<file path="config.mk">
export PLATFORM = sky130hd
export DESIGN_NAME = tcfe_ctrl
export DESIGN_NICKNAME = d
export VERILOG_FILES = /design/src/rtl/tcfe_pkg.sv /design/src/rtl/tcfe_ctrl.sv
export SDC_FILE = /design/constraint.sdc
export NUM_CORES = 1
export LEC_CHECK = 0
export BUFFER_PORTS_ARGS = -buffer_cell sky130_fd_sc_hd__buf_2
export CAP_MARGIN = 20
export CORE_MARGIN = 8
export CORE_UTILIZATION = 50
export DETAILED_ROUTE_END_ITERATION = 10
export PLACE_DENSITY = 0.82
export SLEW_MARGIN = 10
export SYNTH_ARGS = -nofsm -noshare
export SYNTH_HDL_FRONTEND = slang
export SYNTH_SLANG_ARGS = --single-unit
</file>
<file path="constraint.sdc">
create_clock -name clk_i -period 2.6 [get_ports clk_i]
set_input_delay 0.26 -clock clk_i [delete_from_list [all_inputs] [get_ports clk_i]]
set_output_delay 0.26 -clock clk_i [all_outputs]
set_load 0.05 [all_outputs]
</file>
<file path="src/rtl/tcfe_pkg.sv">
// ----------------------------------------------------------------------------
// tcfe_pkg
// shared opcodes, instruction field layout, and controller/datapath interface
// ----------------------------------------------------------------------------
package tcfe_pkg;

  // item kinds
  localparam logic [1:0] KIND_LOAD = 2'd0;
  localparam logic [1:0] KIND_STEP = 2'd1;
  localparam logic [1:0] KIND_READ = 2'd2;

  // instruction field masks and positions
  localparam logic [31:0] INS_X_MASK   = 32'h0780_0000;
  localparam logic [31:0] INS_Y_MASK   = 32'h0078_0000;
  localparam logic [31:0] INS_Z_MASK   = 32'h0007_8000;
  localparam logic [31:0] INS_M_MASK   = 32'h007f_ffff;
  localparam logic [31:0] INS_I16_MASK = 32'h0000_FFFF;
  localparam int unsigned INS_OP_LSB   = 27;
  localparam int unsigned INS_X_LSB    = 23;
  localparam int unsigned INS_Y_LSB    = 19;
  localparam int unsigned INS_Z_LSB    = 15;

  // opcodes
  localparam logic [4:0] OP_HALT  = 5'd0;
  localparam logic [4:0] OP_NOP   = 5'd1;
  localparam logic [4:0] OP_NOT   = 5'd2;
  localparam logic [4:0] OP_MOVR  = 5'd3;
  localparam logic [4:0] OP_CMP   = 5'd4;
  localparam logic [4:0] OP_LDBO  = 5'd5;
  localparam logic [4:0] OP_STBO  = 5'd6;
  localparam logic [4:0] OP_ADD   = 5'd7;
  localparam logic [4:0] OP_SUB   = 5'd8;
  localparam logic [4:0] OP_MUL   = 5'd9;
  localparam logic [4:0] OP_DIV   = 5'd10;
  localparam logic [4:0] OP_AND   = 5'd11;
  localparam logic [4:0] OP_OR    = 5'd12;
  localparam logic [4:0] OP_XOR   = 5'd13;
  localparam logic [4:0] OP_LD    = 5'd14;
  localparam logic [4:0] OP_ST    = 5'd15;
  localparam logic [4:0] OP_MOVIL = 5'd16;
  localparam logic [4:0] OP_MOVIH = 5'd17;
  localparam logic [4:0] OP_ADDI  = 5'd18;
  localparam logic [4:0] OP_SUBI  = 5'd19;
  localparam logic [4:0] OP_MULI  = 5'd20;
  localparam logic [4:0] OP_DIVI  = 5'd21;
  localparam logic [4:0] OP_LSH   = 5'd22;
  localparam logic [4:0] OP_RSH   = 5'd23;
  localparam logic [4:0] OP_JE    = 5'd24;
  localparam logic [4:0] OP_JNE   = 5'd25;
  localparam logic [4:0] OP_JL    = 5'd26;
  localparam logic [4:0] OP_JLE   = 5'd27;
  localparam logic [4:0] OP_JG    = 5'd28;
  localparam logic [4:0] OP_JGE   = 5'd29;
  localparam logic [4:0] OP_JMP   = 5'd30;

  // divider operand source
  typedef enum logic [1:0] {
    DIV_SRC_ADDR = 2'd0,
    DIV_SRC_PC   = 2'd1,
    DIV_SRC_DATA = 2'd2,
    DIV_SRC_OPER = 2'd3
  } div_src_e;

  // register file read target
  typedef enum logic [1:0] {
    RF_X = 2'd0,
    RF_Y = 2'd1,
    RF_Z = 2'd2
  } rf_sel_e;

  typedef struct packed {
    logic       capture;
    logic       clr_wr;
    logic       div_start;
    div_src_e   div_src;
    logic       maddr_load;
    logic       mem_rd;
    logic       mem_wr;
    logic [1:0] byte_idx;
    logic       ins_latch;
    logic       rf_rd;
    rf_sel_e    rf_sel;
    logic       finish;
  } tcfe_cmd_t;

  typedef struct packed {
    logic [1:0] kind;
    logic       halted;
    logic [4:0] op;
    logic       div_done;
    logic       clr_last;
    logic       out_free;
  } tcfe_stat_t;

endpackage

</file>
<file path="src/rtl/tcfe_ctrl.sv">
// ----------------------------------------------------------------------------
// tcfe_ctrl
// sequencer for clearing pass, memory items and instruction steps
// ----------------------------------------------------------------------------
module tcfe_ctrl (
  input  logic                 clk_i,
  input  logic                 rst_ni,
  input  logic                 in_valid_i,
  output logic                 in_ready_o,
  input  tcfe_pkg::tcfe_stat_t stat_i,
  output tcfe_pkg::tcfe_cmd_t  cmd_o
);

  typedef enum logic [11:0] {
    S_CLEAR  = 12'b0000_0000_0001,
    S_IDLE   = 12'b0000_0000_0010,
    S_START  = 12'b0000_0000_0100,
    S_AMOD   = 12'b0000_0000_1000,
    S_FETCH  = 12'b0000_0001_0000,
    S_REGS   = 12'b0000_0010_0000,
    S_DECODE = 12'b0000_0100_0000,
    S_DIV    = 12'b0000_1000_0000,
    S_DMOD   = 12'b0001_0000_0000,
    S_LOAD   = 12'b0010_0000_0000,
    S_STORE  = 12'b0100_0000_0000,
    S_FINISH = 12'b1000_0000_0000
  } state_e;

  state_e     state_q, state_d;
  logic [2:0] cnt_q, cnt_d;
  logic       is_store;

  assign is_store = (stat_i.op == tcfe_pkg::OP_STBO) || (stat_i.op == tcfe_pkg::OP_ST);

  always_comb begin
    cmd_o      = '0;
    state_d    = state_q;
    cnt_d      = cnt_q;
    in_ready_o = 1'b0;
    case (state_q)
      S_CLEAR: begin
        cmd_o.clr_wr = 1'b1;
        if (stat_i.clr_last) begin
          state_d = S_IDLE;
        end
      end
      S_IDLE: begin
        in_ready_o = 1'b1;
        if (in_valid_i) begin
          cmd_o.capture = 1'b1;
          state_d       = S_START;
        end
      end
      S_START: begin
        if (stat_i.kind == tcfe_pkg::KIND_LOAD || stat_i.kind == tcfe_pkg::KIND_READ) begin
          cmd_o.div_start = 1'b1;
          cmd_o.div_src   = tcfe_pkg::DIV_SRC_ADDR;
          state_d         = S_AMOD;
        end else if (stat_i.kind == tcfe_pkg::KIND_STEP && !stat_i.halted) begin
          cmd_o.div_start = 1'b1;
          cmd_o.div_src   = tcfe_pkg::DIV_SRC_PC;
          state_d         = S_AMOD;
        end else begin
          state_d = S_FINISH;
        end
      end
      S_AMOD: begin
        if (stat_i.div_done) begin
          cmd_o.maddr_load = 1'b1;
          cnt_d            = '0;
          case (stat_i.kind)
            tcfe_pkg::KIND_LOAD: state_d = S_STORE;
            tcfe_pkg::KIND_READ: state_d = S_LOAD;
            default:             state_d = S_FETCH;
          endcase
        end
      end
      S_FETCH: begin
        cmd_o.mem_rd = (cnt_q != 3'd4);
        if (cnt_q == 3'd4) begin
          cnt_d   = '0;
          state_d = S_REGS;
        end else begin
          cnt_d = cnt_q + 3'd1;
        end
      end
      S_REGS: begin
        cmd_o.ins_latch = (cnt_q == 3'd0);
        cmd_o.rf_rd     = (cnt_q != 3'd3);
        case (cnt_q[1:0])
          2'd0:    cmd_o.rf_sel = tcfe_pkg::RF_X;
          2'd1:    cmd_o.rf_sel = tcfe_pkg::RF_Y;
          default: cmd_o.rf_sel = tcfe_pkg::RF_Z;
        endcase
        if (cnt_q == 3'd3) begin
          cnt_d   = '0;
          state_d = S_DECODE;
        end else begin
          cnt_d = cnt_q + 3'd1;
        end
      end
      S_DECODE: begin
        if (stat_i.op == tcfe_pkg::OP_DIV || stat_i.op == tcfe_pkg::OP_DIVI) begin
          cmd_o.div_start = 1'b1;
          cmd_o.div_src   = tcfe_pkg::DIV_SRC_OPER;
          state_d         = S_DIV;
        end else if (stat_i.op == tcfe_pkg::OP_LDBO || stat_i.op == tcfe_pkg::OP_LD ||
                     is_store) begin
          cmd_o.div_start = 1'b1;
          cmd_o.div_src   = tcfe_pkg::DIV_SRC_DATA;
          state_d         = S_DMOD;
        end else begin
          state_d = S_FINISH;
        end
      end
      S_DIV: begin
        if (stat_i.div_done) begin
          state_d = S_FINISH;
        end
      end
      S_DMOD: begin
        if (stat_i.div_done) begin
          cmd_o.maddr_load = 1'b1;
          cnt_d            = '0;
          state_d          = is_store ? S_STORE : S_LOAD;
        end
      end
      S_LOAD: begin
        cmd_o.mem_rd = (cnt_q != 3'd4);
        if (cnt_q == 3'd4) begin
          cnt_d   = '0;
          state_d = S_FINISH;
        end else begin
          cnt_d = cnt_q + 3'd1;
        end
      end
      S_STORE: begin
        cmd_o.mem_wr   = 1'b1;
        cmd_o.byte_idx = cnt_q[1:0];
        if (cnt_q == 3'd3) begin
          cnt_d   = '0;
          state_d = S_FINISH;
        end else begin
          cnt_d = cnt_q + 3'd1;
        end
      end
      S_FINISH: begin
        if (stat_i.out_free) begin
          cmd_o.finish = 1'b1;
          state_d      = S_IDLE;
        end
      end
      default: state_d = S_IDLE;
    endcase
  end

  always_ff @(posedge clk_i or negedge rst_ni) begin
    if (!rst_ni) begin
      state_q <= S_CLEAR;
      cnt_q   <= '0;
    end else begin
      state_q <= state_d;
      cnt_q   <= cnt_d;
    end
  end

endmodule

</file>
After elaboration in Yosys (flattened, before gate mapping). Index checks and enable logic that the tools add are counted.

Add/subtract/negate cells: 1. Equality and inequality tests: 36. Mux-type cells: 38. Reductions and logical operators: 16.

Operators by type and width (number): $mux W12 (14); $pmux W12 S12 (1); $mux W3 (8); $pmux W11 S2 (1); $ne A2 B2 Y1 const B (10); $eq A5 B4 Y1 const B (3); $eq A12 B1 Y1 const B (1); $eq A12 B10 Y1 const B (1); $eq A12 B11 Y1 const B (1); $eq A12 B12 Y1 const B (1); $eq A12 B2 Y1 const B (1); $eq A12 B3 Y1 const B (1); $eq A12 B4 Y1 const B (1); $eq A12 B5 Y1 const B (1); $eq A12 B6 Y1 const B (1); $eq A12 B7 Y1 const B (1); $eq A12 B8 Y1 const B (1); $eq A12 B9 Y1 const B (1); $mux W11 (1); $eq A5 B3 Y1 const B (2); $reduce_and A10 Y1 (1); $mux W1 (9); $pmux W3 S3 (1); $pmux W3 S2 (1); other kinds (19) (27).

Flip-flop bits (word level): 15. Input bits: 14. Output and inout bits: 16.

Logic depth before layout (Yosys ltp). Gate-level depths: netlist of run 1.

Depth after elaboration: 6. Mapped depth: 7. Mapped depth without buffers: 6.

Least setup slack after synthesis of run 1. Ideal clock, no wire load.

Path type: flip-flop to output port. Start point: reg state_q[9]. End point: out cmd_o[14] (netlist name). Arrival: 2912 ps. Required time: 2340 ps. Setup slack: -572 ps. Cell stages (with the launch flop): 5. Path buffers: 0. Path through: dfrtp_1 > nor4_4 > nand3_1 > nor3b_1 > and2_1.

RTL lines: from (decl) (RTL line tcfe_ctrl.sv:29) `state_e state_q, state_d;`; from (signal assigned) (RTL line tcfe_ctrl.sv:162) `state_q <= state_d;`; to (decl) (RTL line tcfe_ctrl.sv:11) `output tcfe_pkg::tcfe_cmd_t cmd_o`.

Final worst setup path of run 1.
Start point: reg state_q[3]. End point: reg state_q[4].

Cells in the longest elaborated chain, start to end: 3.

RTL lines: $eq A12 B6 Y1 (tied with other cells) (RTL line tcfe_ctrl.sv:40) `case (state_q)`; $ne A2 B2 Y1 (no line); $reduce_and A10 Y1 (no line).

Several ways; a longest one is shown, not always the timed one. A chain may end at the register's enable or synchronous reset.

==> reports/qor.yml, run 1 <==
timing:
  fin_hold_ws_ps: 88.9
  drv_slew: 0
  worst_pin_slew_ps: 510
  setup_violations: 0
  rsz0062_at_grt: "no"
  clock.fmax_mhz: 403
  relSlewSlack: 0.657
  hold_viol_final: 0
  fin_tns_setup_ps: 0
  clock-skew-final_ps: 5.05
  period_share: 0.954
  final.min_clock_period_ps: 2480
synth:
  synth_area_leaders: "dfrtp_1, nor2b_1, nor2_1, nor4_4, ha_1"
  synth_top_area_frac: 0.295
  seq_area_frac_synth: 0.317
  synth_edf_count: 0
  syn_nets: 151
  netlist_area_um2: 1190
  avgSynthCellArea_um2: 9.00
  ys.flop_type: "dfrtp_1"
  ys_ff_latch: 15
  synth.most_common_cell: "nor2_1"
  yosysWarnings: 0
  synth_top_area_cell: "dfrtp_1"
  yosys.cell_types.count: 39
  synthCells: 132
  synth_common_cells: "nor2_1, dfrtp_1, nor2b_1"
  async_reset_ff_frac: 1.00
setup_path:
  cp_cell_sequence: "nor4_4 > nand4_1 > a21oi_2 > or4_1 > mux2_4"
  cp.arrival_ps: 2660
  start_kind: "register"
  worstSetupEndpointType: "register"
  critPathMaxStageDelay_ps: 530
  crit_fanout: 10
  reg2reg_depth: 5
  crit_slowest_cell: "nor4_4"
  crit_type: "register to register"
  worst-endpoint-required_ps: 2780
floorplanning:
  coreArea_um2: 2230
  dieHeight_um: 64.8
  die_area_um2: 4190
  ios: 30
  die_w_um: 64.8
  row_count: 17
  start_util: 0.532
power:
  static-leakage-power_nw: 0.714
  power_density_nw_per_um2: 795
  pwr-share-comb: 0.558
  p_int_w: 0.000585
  swShare: 0.485
  ir_drop_v: 0.000436
  power_switching_w: 0.000551
  seq_power_share: 0.320
  power_frac_clock: 0.122
  p_total_w: 0.00114
clocking:
  clock-sinks: 15
  cts_inserted_buffers: 3
  cts_buffer_depth: 2
  clk_pin_slew_ps: 90
  ctsResizeCount: 0
  htree_num_levels: 1
  root_buffer: "clkbuf_4"
  clk_latency_ps: 290
  cts_tree: "done"
route:
  via_per_inst: 5.91
  drtIter0Drc: 43
  wl_per_cell_um: 16.2
  first_pass_iters: 4
  finalWirelength_um: 3190
  drc: 0
  antenna_left: 0
  vias: 1164
finish:
  n_antenna_cell: 0
  final_cell_area_um2: 1430
  syn_to_final_growth_pct: 20.3
  drive_above_1_share: 0.296
  multi_input_area_um2: 762
  fillCellCount: 191
  register_area_um2: 377
  stdcell_count: 197
  final_nets: 189
worst_hold_path:
  whs_path_depth: 2
  hold_class: "primary input to register"
placement:
  placed_cell_area_um2: 1370
  dpl.hpwl_um: 2460
  port_buffers: 29
  globalplace.congestion: 0.884
  dp_cells: 189
global_routing:
  grt_overflow_total: 0
  grt_max_degree: 16
  grt_pass1_vias: 1133
  track_usage: 0.156
  antenna_found_initial: 0
  grt_pass1_wl_um: 5310
run:
  maxCapViolCount: 0
status:
  outcome: "finished, final reports clean"
metrics by stage:
stage               setup WS, ps   util
global placement             342  0.614
finish                       120  0.640
detailed placement           221  0.614
CTS                         85.6  0.630
global route                1.38  0.640
floorplan                   8.68      -
kinds of logic (layout without fill, tap and decap cells):
family,Yosys count,after routing,synth area share
AND/OR/NAND/NOR,71,71,0.389
AO/OA/AOI/OAI,25,25,0.151
flip-flops,15,15,0.317
buffers and inverters,12,49,0.0505
adder cells (fa/ha/maj),5,5,0.0526
XOR/XNOR,2,2,0.0147
multiplexers,2,2,0.0253
cell type report:
class / instances / share of cell area
Multi-Input combinational cell: 105 / 0.533
Sequential cell: 15 / 0.263
Timing Repair Buffer: 35 / 0.135
Inverter: 10 / 0.0262
Tap cell: 28 / 0.0245
Clock buffer: 4 / 0.0184
state kept, by name (all words and copies together), names as in the netlist:
name / cells
state_q: 12
cnt_q: 3
metal layers:
layer,vias to the layer above,global-route usage,wire [um]
met5,-,0,0
met4,0,0.0490,80
met3,9,0.0326,134
met2,33,0.282,1660
met1,553,0.178,1320
li1,569,-,-
critical path, delay by kind of cell, from the launching register on:
kind	cells	cell delay (ps)
flops	1	460
mux	1	350
compound gates	1	280
simple gates	3	1280
timing repair:
action / in CTS / in global routing
setup endpoints to repair: 0 / 2
hold buffers: 1 / 0
endpoints found under the hold margin: 14 / 0
setup buffers: 0 / 3
cells in the final DEF, fill, tap and decap left out, types with 6 or more instances in the layout:
cell type	netlist	layout
nor2b_1	11	11
nor2_1	18	18
o22ai_1	6	6
inv_1	10	10
a21oi_1	6	6
buf_2	0	29
dfrtp_1	14	14
nand4_1	7	7
worst paths after layout:
check,end,slack [ps],from
worst max-delay path,state_q[4],120,state_q[3]
worst min-delay path,state_q[0],90,stat_i[1]
worst max register to register,state_q[4],120,state_q[3]
worst min register to register,cnt_q[1],600,cnt_q[1]
max in group asynchronous,state_q[0],1900,rst_ni
min in group asynchronous,state_q[4],390,rst_ni
power by group through the flow:
| stage | clock network (W) | registers, W | logic, W |
|---|---|---|---|
| 4_1_cts | 0.000143 | 0.000361 | 0.000614 |
| 3_3_place_gp | 0 | 0.000358 | 0.000587 |
| 5_1_grt | 0.000151 | 0.000370 | 0.000698 |
| 2_1_floorplan | 0 | 0.000347 | 0.000495 |
| 6_report | 0.000138 | 0.000364 | 0.000634 |
| 3_5_place_dp | 0 | 0.000365 | 0.000609 |
(Power assumes the default switching activity.)
==> run 2: changes to the inputs <==
--- a/config.mk
+++ b/config.mk
@@ -5,12 +5,13 @@
 export SDC_FILE = /design/constraint.sdc
 export NUM_CORES = 1
 export LEC_CHECK = 0
+export ABC_AREA = 1
 export BUFFER_PORTS_ARGS = -buffer_cell sky130_fd_sc_hd__buf_2
 export CAP_MARGIN = 20
 export CORE_MARGIN = 8
 export CORE_UTILIZATION = 50
 export DETAILED_ROUTE_END_ITERATION = 10
-export PLACE_DENSITY = 0.82
+export PLACE_DENSITY = 0.81
 export SLEW_MARGIN = 10
 export SYNTH_ARGS = -nofsm -noshare
 export SYNTH_HDL_FRONTEND = slang
==> run 2 against run 1 <==
  * First-iteration DRC count grew 12%
  * Sequential power is 5.5% lower
  * Count of clock-buffer cells in the layout unchanged
  * Final area increased by 8.7%
  * Register-to-register slack gained 780 ps
  * Via count is 12% higher
  * Hold slack better by 73 ps
==> reports/qor.yml, run 2 <==
status:
  outcome: "finished, final reports clean"
timing:
  rsz0062_at_grt: "no"
  clock-skew-final_ps: 1.48
  drv_slew: 0
  period_share: 0.865
  clock.fmax_mhz: 445
  setup_violations: 0
  final.min_clock_period_ps: 2250
  worst_pin_slew_ps: 363
  fin_tns_setup_ps: 0
  hold_viol_final: 0
  relSlewSlack: 0.758
  fin_hold_ws_ps: 162
global_routing:
  grt_overflow_total: 0
  grt_pass1_wl_um: 5480
  track_usage: 0.155
  grt_pass1_vias: 1305
  grt_max_degree: 16
  antenna_found_initial: 0
clocking:
  clock-sinks: 15
  cts_buffer_depth: 2
  clk_pin_slew_ps: 90
  cts_tree: "done"
  root_buffer: "clkbuf_4"
  ctsResizeCount: 0
  htree_num_levels: 1
  clk_latency_ps: 300
  cts_inserted_buffers: 3
route:
  finalWirelength_um: 3130
  vias: 1299
  wl_per_cell_um: 12.1
  antenna_left: 0
  drtIter0Drc: 48
  via_per_inst: 5.00
  first_pass_iters: 4
  drc: 0
finish:
  final_nets: 250
  drive_above_1_share: 0.278
  regMostFlops: "state_q"
  layout_common_cells: "nand2_1, inv_1, buf_2"
  fin_util: 0.622
  final_common_cell: "nand2_1"
  fillCellCount: 245
  largest_reg_flops: 12
  n_antenna_cell: 0
  syn_to_final_growth_pct: 17.1
  final_cell_area_um2: 1550
  top_regs: "state_q x12, cnt_q x3"
floorplanning:
  die_area_um2: 4560
  ios: 30
  start_util: 0.531
  dieHeight_um: 67.5
  row_count: 18
  die_w_um: 67.5
  coreArea_um2: 2500
power:
  power_density_nw_per_um2: 861
  static-leakage-power_nw: 0.961
  ir_drop_v: 0.000561
synth:
  seq_area_frac_synth: 0.284
  yosys.cell_types.count: 27
  yosysWarnings: 0
  netlist_area_um2: 1330
  synthCells: 196
  synth_area_leaders: "dfrtp_1, nand2_1, inv_1, nand3_1, nor2_1"
  synth_common_cells: "nand2_1, inv_1, nor2_1"
  synth_top_area_cell: "dfrtp_1"
  syn_nets: 215
  async_reset_ff_frac: 1.00
  synth_top_area_frac: 0.264
  synth_edf_count: 0
  avgSynthCellArea_um2: 6.77
  ys.flop_type: "dfrtp_1"
  synth.most_common_cell: "nand2_1"
  ys_ff_latch: 15
placement:
  globalplace.congestion: 0.850
  port_buffers: 29
  dpl.hpwl_um: 2560
  placed_cell_area_um2: 1520
setup_path:
  cp.arrival_ps: 1990
  start_kind: "register"
  crit_fanout: 8
  worst-endpoint-required_ps: 2340
  crit_type: "register to output port"
  worstSetupEndpointType: "output port"
run:
  maxCapViolCount: 0
worst_hold_path:
  hold_class: "primary input to register"
-- run 2: cell types whose count changed after synthesis, sizes merged, moves of 5 or more --
| cell | previous run | this run |
|---|---|---|
| inv | 10 | 35 |
| nor2b | 11 | 0 |
| nand4 | 9 | 1 |
| o22ai | 6 | 1 |
| nand2 | 4 | 64 |
| nor3 | 3 | 10 |
| nor2 | 18 | 30 |
| a21oi | 7 | 0 |
| o21ai | 1 | 7 |
| nand3 | 5 | 18 |
-- run 2: where the power goes --
| group | switching [W] | internal (W) |
|---|---|---|
| sequential | 0.0000512 | 0.000293 |
| clock | 0.0000829 | 0.0000598 |
| combinational | 0.000596 | 0.000255 |
| total | 0.000730 | 0.000608 |
-- run 2: through the flow --
step                      cells  total power, W  worst slack (ps)
after floorplan             196         0.00103               385
after global placement      255         0.00118               718
after detailed placement    255         0.00120               687
after CTS                   260         0.00135               342
after global routing        260         0.00146               133
final                       260         0.00134               352
-- run 2: final cells by class --
type                            count  area [um^2]  area share
Multi-Input combinational cell    146          827       0.532
Tap cell                           30         37.5      0.0242
Sequential cell                    15          377       0.242
Timing Repair Buffer               30          155      0.0998
Inverter                           35          131      0.0845
Clock buffer                        4         26.3      0.0169
-- run 2: cell families after synthesis --
family	after synthesis	synth area share
compound gates	13	0.0603
fa+ha+maj	5	0.0471
buf+inv	35	0.0990
flops	15	0.284
mux	1	0.00754
simple gates	127	0.502
-- run 2: path summary, 6_finish.rpt --
path,from,to,slack [ps],depth (start not counted)
setup / recovery,state_q[9],cmd_o[12],350,7
hold / removal,stat_i[2],state_q[8],160,2
setup reg to reg,state_q[0],state_q[7],900,11
hold reg to reg,state_q[10],state_q[10],540,2
max in group asynchronous,rst_ni,state_q[0],1900,2
min in group asynchronous,rst_ni,state_q[2],400,2
-- run 2: routing by layer --
layer	routed length (um)	up-vias	track usage	part of all wire
li1	-	683	-	-
met1	1380	572	0.175	0.44
met2	1500	36	0.267	0.48
met3	170	8	0.0364	0.054
met4	83	0	0.0757	0.026
met5	0	-	0	0
-- run 2: critical path: stages (launching register included) --
cell and delay (ps):
dfrtp_1 420, nor2_2 140, nand2_2 130, nor2_4 210, nand2_1 130, or2_2 310
nand3_1 80, buf_2 270
-- run 2: timing repair --
action / in CTS / in global routing
hold buffers: 1 / 0
setup buffers: 0 / 0
hold endpoints to repair: 14 / 0
==> run 3: changes to the inputs <==
--- a/config.mk
+++ b/config.mk
@@ -11,7 +11,8 @@
 export CORE_MARGIN = 8
 export CORE_UTILIZATION = 50
 export DETAILED_ROUTE_END_ITERATION = 10
-export PLACE_DENSITY = 0.81
+export PLACE_DENSITY = 0.75
+export REMOVE_ABC_BUFFERS = 1
 export SLEW_MARGIN = 10
 export SYNTH_ARGS = -nofsm -noshare
 export SYNTH_HDL_FRONTEND = slang
==> run 3 against run 2 <==
  * Total power fell by 1.1%
  * Die area did not move
  * Non-clock buffer count did not move
  * Combinational power fell by 0.6%
  * Final area fell by 0.48%
  * Register-to-register slack got worse by 80 ps
  * Count of clock-buffer cells in the layout did not move
  * Maximum frequency rose by 0.20%
  * Clock skew rose by 1.1 ps
  * Largest cell class unchanged
==> reports/qor.yml, run 3 (synthesized netlist as in run 2, its figures left out) <==
status:
  outcome: "finished, final reports clean"
clocking:
  htree_num_levels: 1
  clk_latency_ps: 280
  root_buffer: "clkbuf_4"
  cts_buffer_depth: 2
  clock-sinks: 15
  ctsResizeCount: 0
  cts_tree: "done"
  cts_inserted_buffers: 3
  clk_pin_slew_ps: 80
placement:
  place_ws_ps: 674
  port_buffers: 29
  globalplace.congestion: 0.902
  dpl.hpwl_um: 2590
power:
  power_density_nw_per_um2: 856
  static-leakage-power_nw: 0.955
  ir_drop_v: 0.000583
  p_total_w: 0.00132
finish:
  n_antenna_cell: 0
  fin_util: 0.619
  syn_to_final_growth_pct: 16.5
  final_nets: 250
  layout_common_cells: "nand2_1, inv_1, buf_2"
  final_common_cell: "nand2_1"
  top_regs: "state_q x12, cnt_q x3"
  regMostFlops: "state_q"
  drive_above_1_share: 0.274
  largest_reg_flops: 12
setup_path:
  critPathMaxStageDelay_ps: 430
  worstSetupEndpointType: "output port"
  crit_type: "register to output port"
  r2r_slack_ps: 820
  worst-endpoint-required_ps: 2340
  start_kind: "register"
  crit_slowest_cell: "dfrtp_1"
  cp.arrival_ps: 1980
  crit_fanout: 8
  cp_cell_sequence: "nor2_2 > nand2_2 > nor2_4 > nand2_1 > or2_2 > nand3_1 > buf_2"
route:
  antenna_left: 0
  drc: 0
  via_per_inst: 4.89
  finalWirelength_um: 3020
  wl_per_cell_um: 11.6
  vias: 1271
  first_pass_iters: 4
  drtIter0Drc: 72
floorplanning:
  dieHeight_um: 67.5
  die_area_um2: 4560
  die_w_um: 67.5
  coreArea_um2: 2500
  row_count: 18
  start_util: 0.531
  ios: 30
timing:
  clock.fmax_mhz: 446
  drv_slew: 0
  clock-skew-final_ps: 2.60
  period_share: 0.863
  hold_viol_final: 0
  fin_hold_ws_ps: 192
  fin_tns_setup_ps: 0
  final.min_clock_period_ps: 2240
  relSlewSlack: 0.744
  worst_pin_slew_ps: 380
  setup_violations: 0
  setup_ws_ps: 356
  rsz0062_at_grt: "no"
global_routing:
  grt_pass1_vias: 1224
  track_usage: 0.150
  grt_overflow_total: 0
  grt_max_degree: 16
  antenna_found_initial: 0
  grt_pass1_wl_um: 5360
worst_hold_path:
  hold_class: "primary input to register"
run:
  maxCapViolCount: 0
-- run 3: cell counts in the layout (fill, tap and decap cells not counted) --
No cell type changed its count.
-- run 3: worst paths after layout --
path	startpoint	end	cells past startpoint
max reg2reg	state_q[9]	cnt_q[0]	8
max in group asynchronous	rst_ni	state_q[0]	2
min reg2reg	state_q[10]	state_q[10]	2
min	stat_i[2]	state_q[8]	2
min in group asynchronous	rst_ni	state_q[3]	2
max	state_q[9]	cmd_o[12]	7
-- run 3: routing by layer --
metal  part of all wire  GRT usage  up-vias
li1                   -          -      681
met1               0.48      0.193      568
met2               0.47      0.243       18
met3              0.042     0.0381        4
met4             0.0083     0.0392        0
met5                  0          0        -
-- run 3: stage by stage --
step	instance area, um^2	std cells
2_1_floorplan	1330	196
3_3_place_gp	1510	255
3_5_place_dp	1510	255
4_1_cts	1550	260
5_1_grt	1550	260
6_report	1550	260
-- run 3: critical path, delay by kind of cell, from the launching register on --
kind,cells,cell delay [ps]
AND/OR/NAND/NOR,6,1010
buffers and inverters,1,260
flip-flops,1,430
-- run 3: power by group --
group          total [W]  switching [W]  internal (W)
registers       0.000345      0.0000514      0.000293
clock network   0.000133      0.0000731     0.0000596
logic           0.000846       0.000590      0.000256
-- run 3: cell type report --
| class | count | area [um^2] |
|---|---|---|
| Clock buffer | 4 | 26.3 |
| Tap cell | 30 | 37.5 |
| Sequential cell | 15 | 377 |
| Multi-Input combinational cell | 146 | 820 |
| Timing Repair Buffer | 30 | 155 |
| Fill cell | 240 | 953 |
| Inverter | 35 | 131 |
-- run 3: what timing repair did --
item,4_1_cts,5_1_grt
hold endpoints to repair,14,0
hold buffers,1,0
setup buffers,0,0
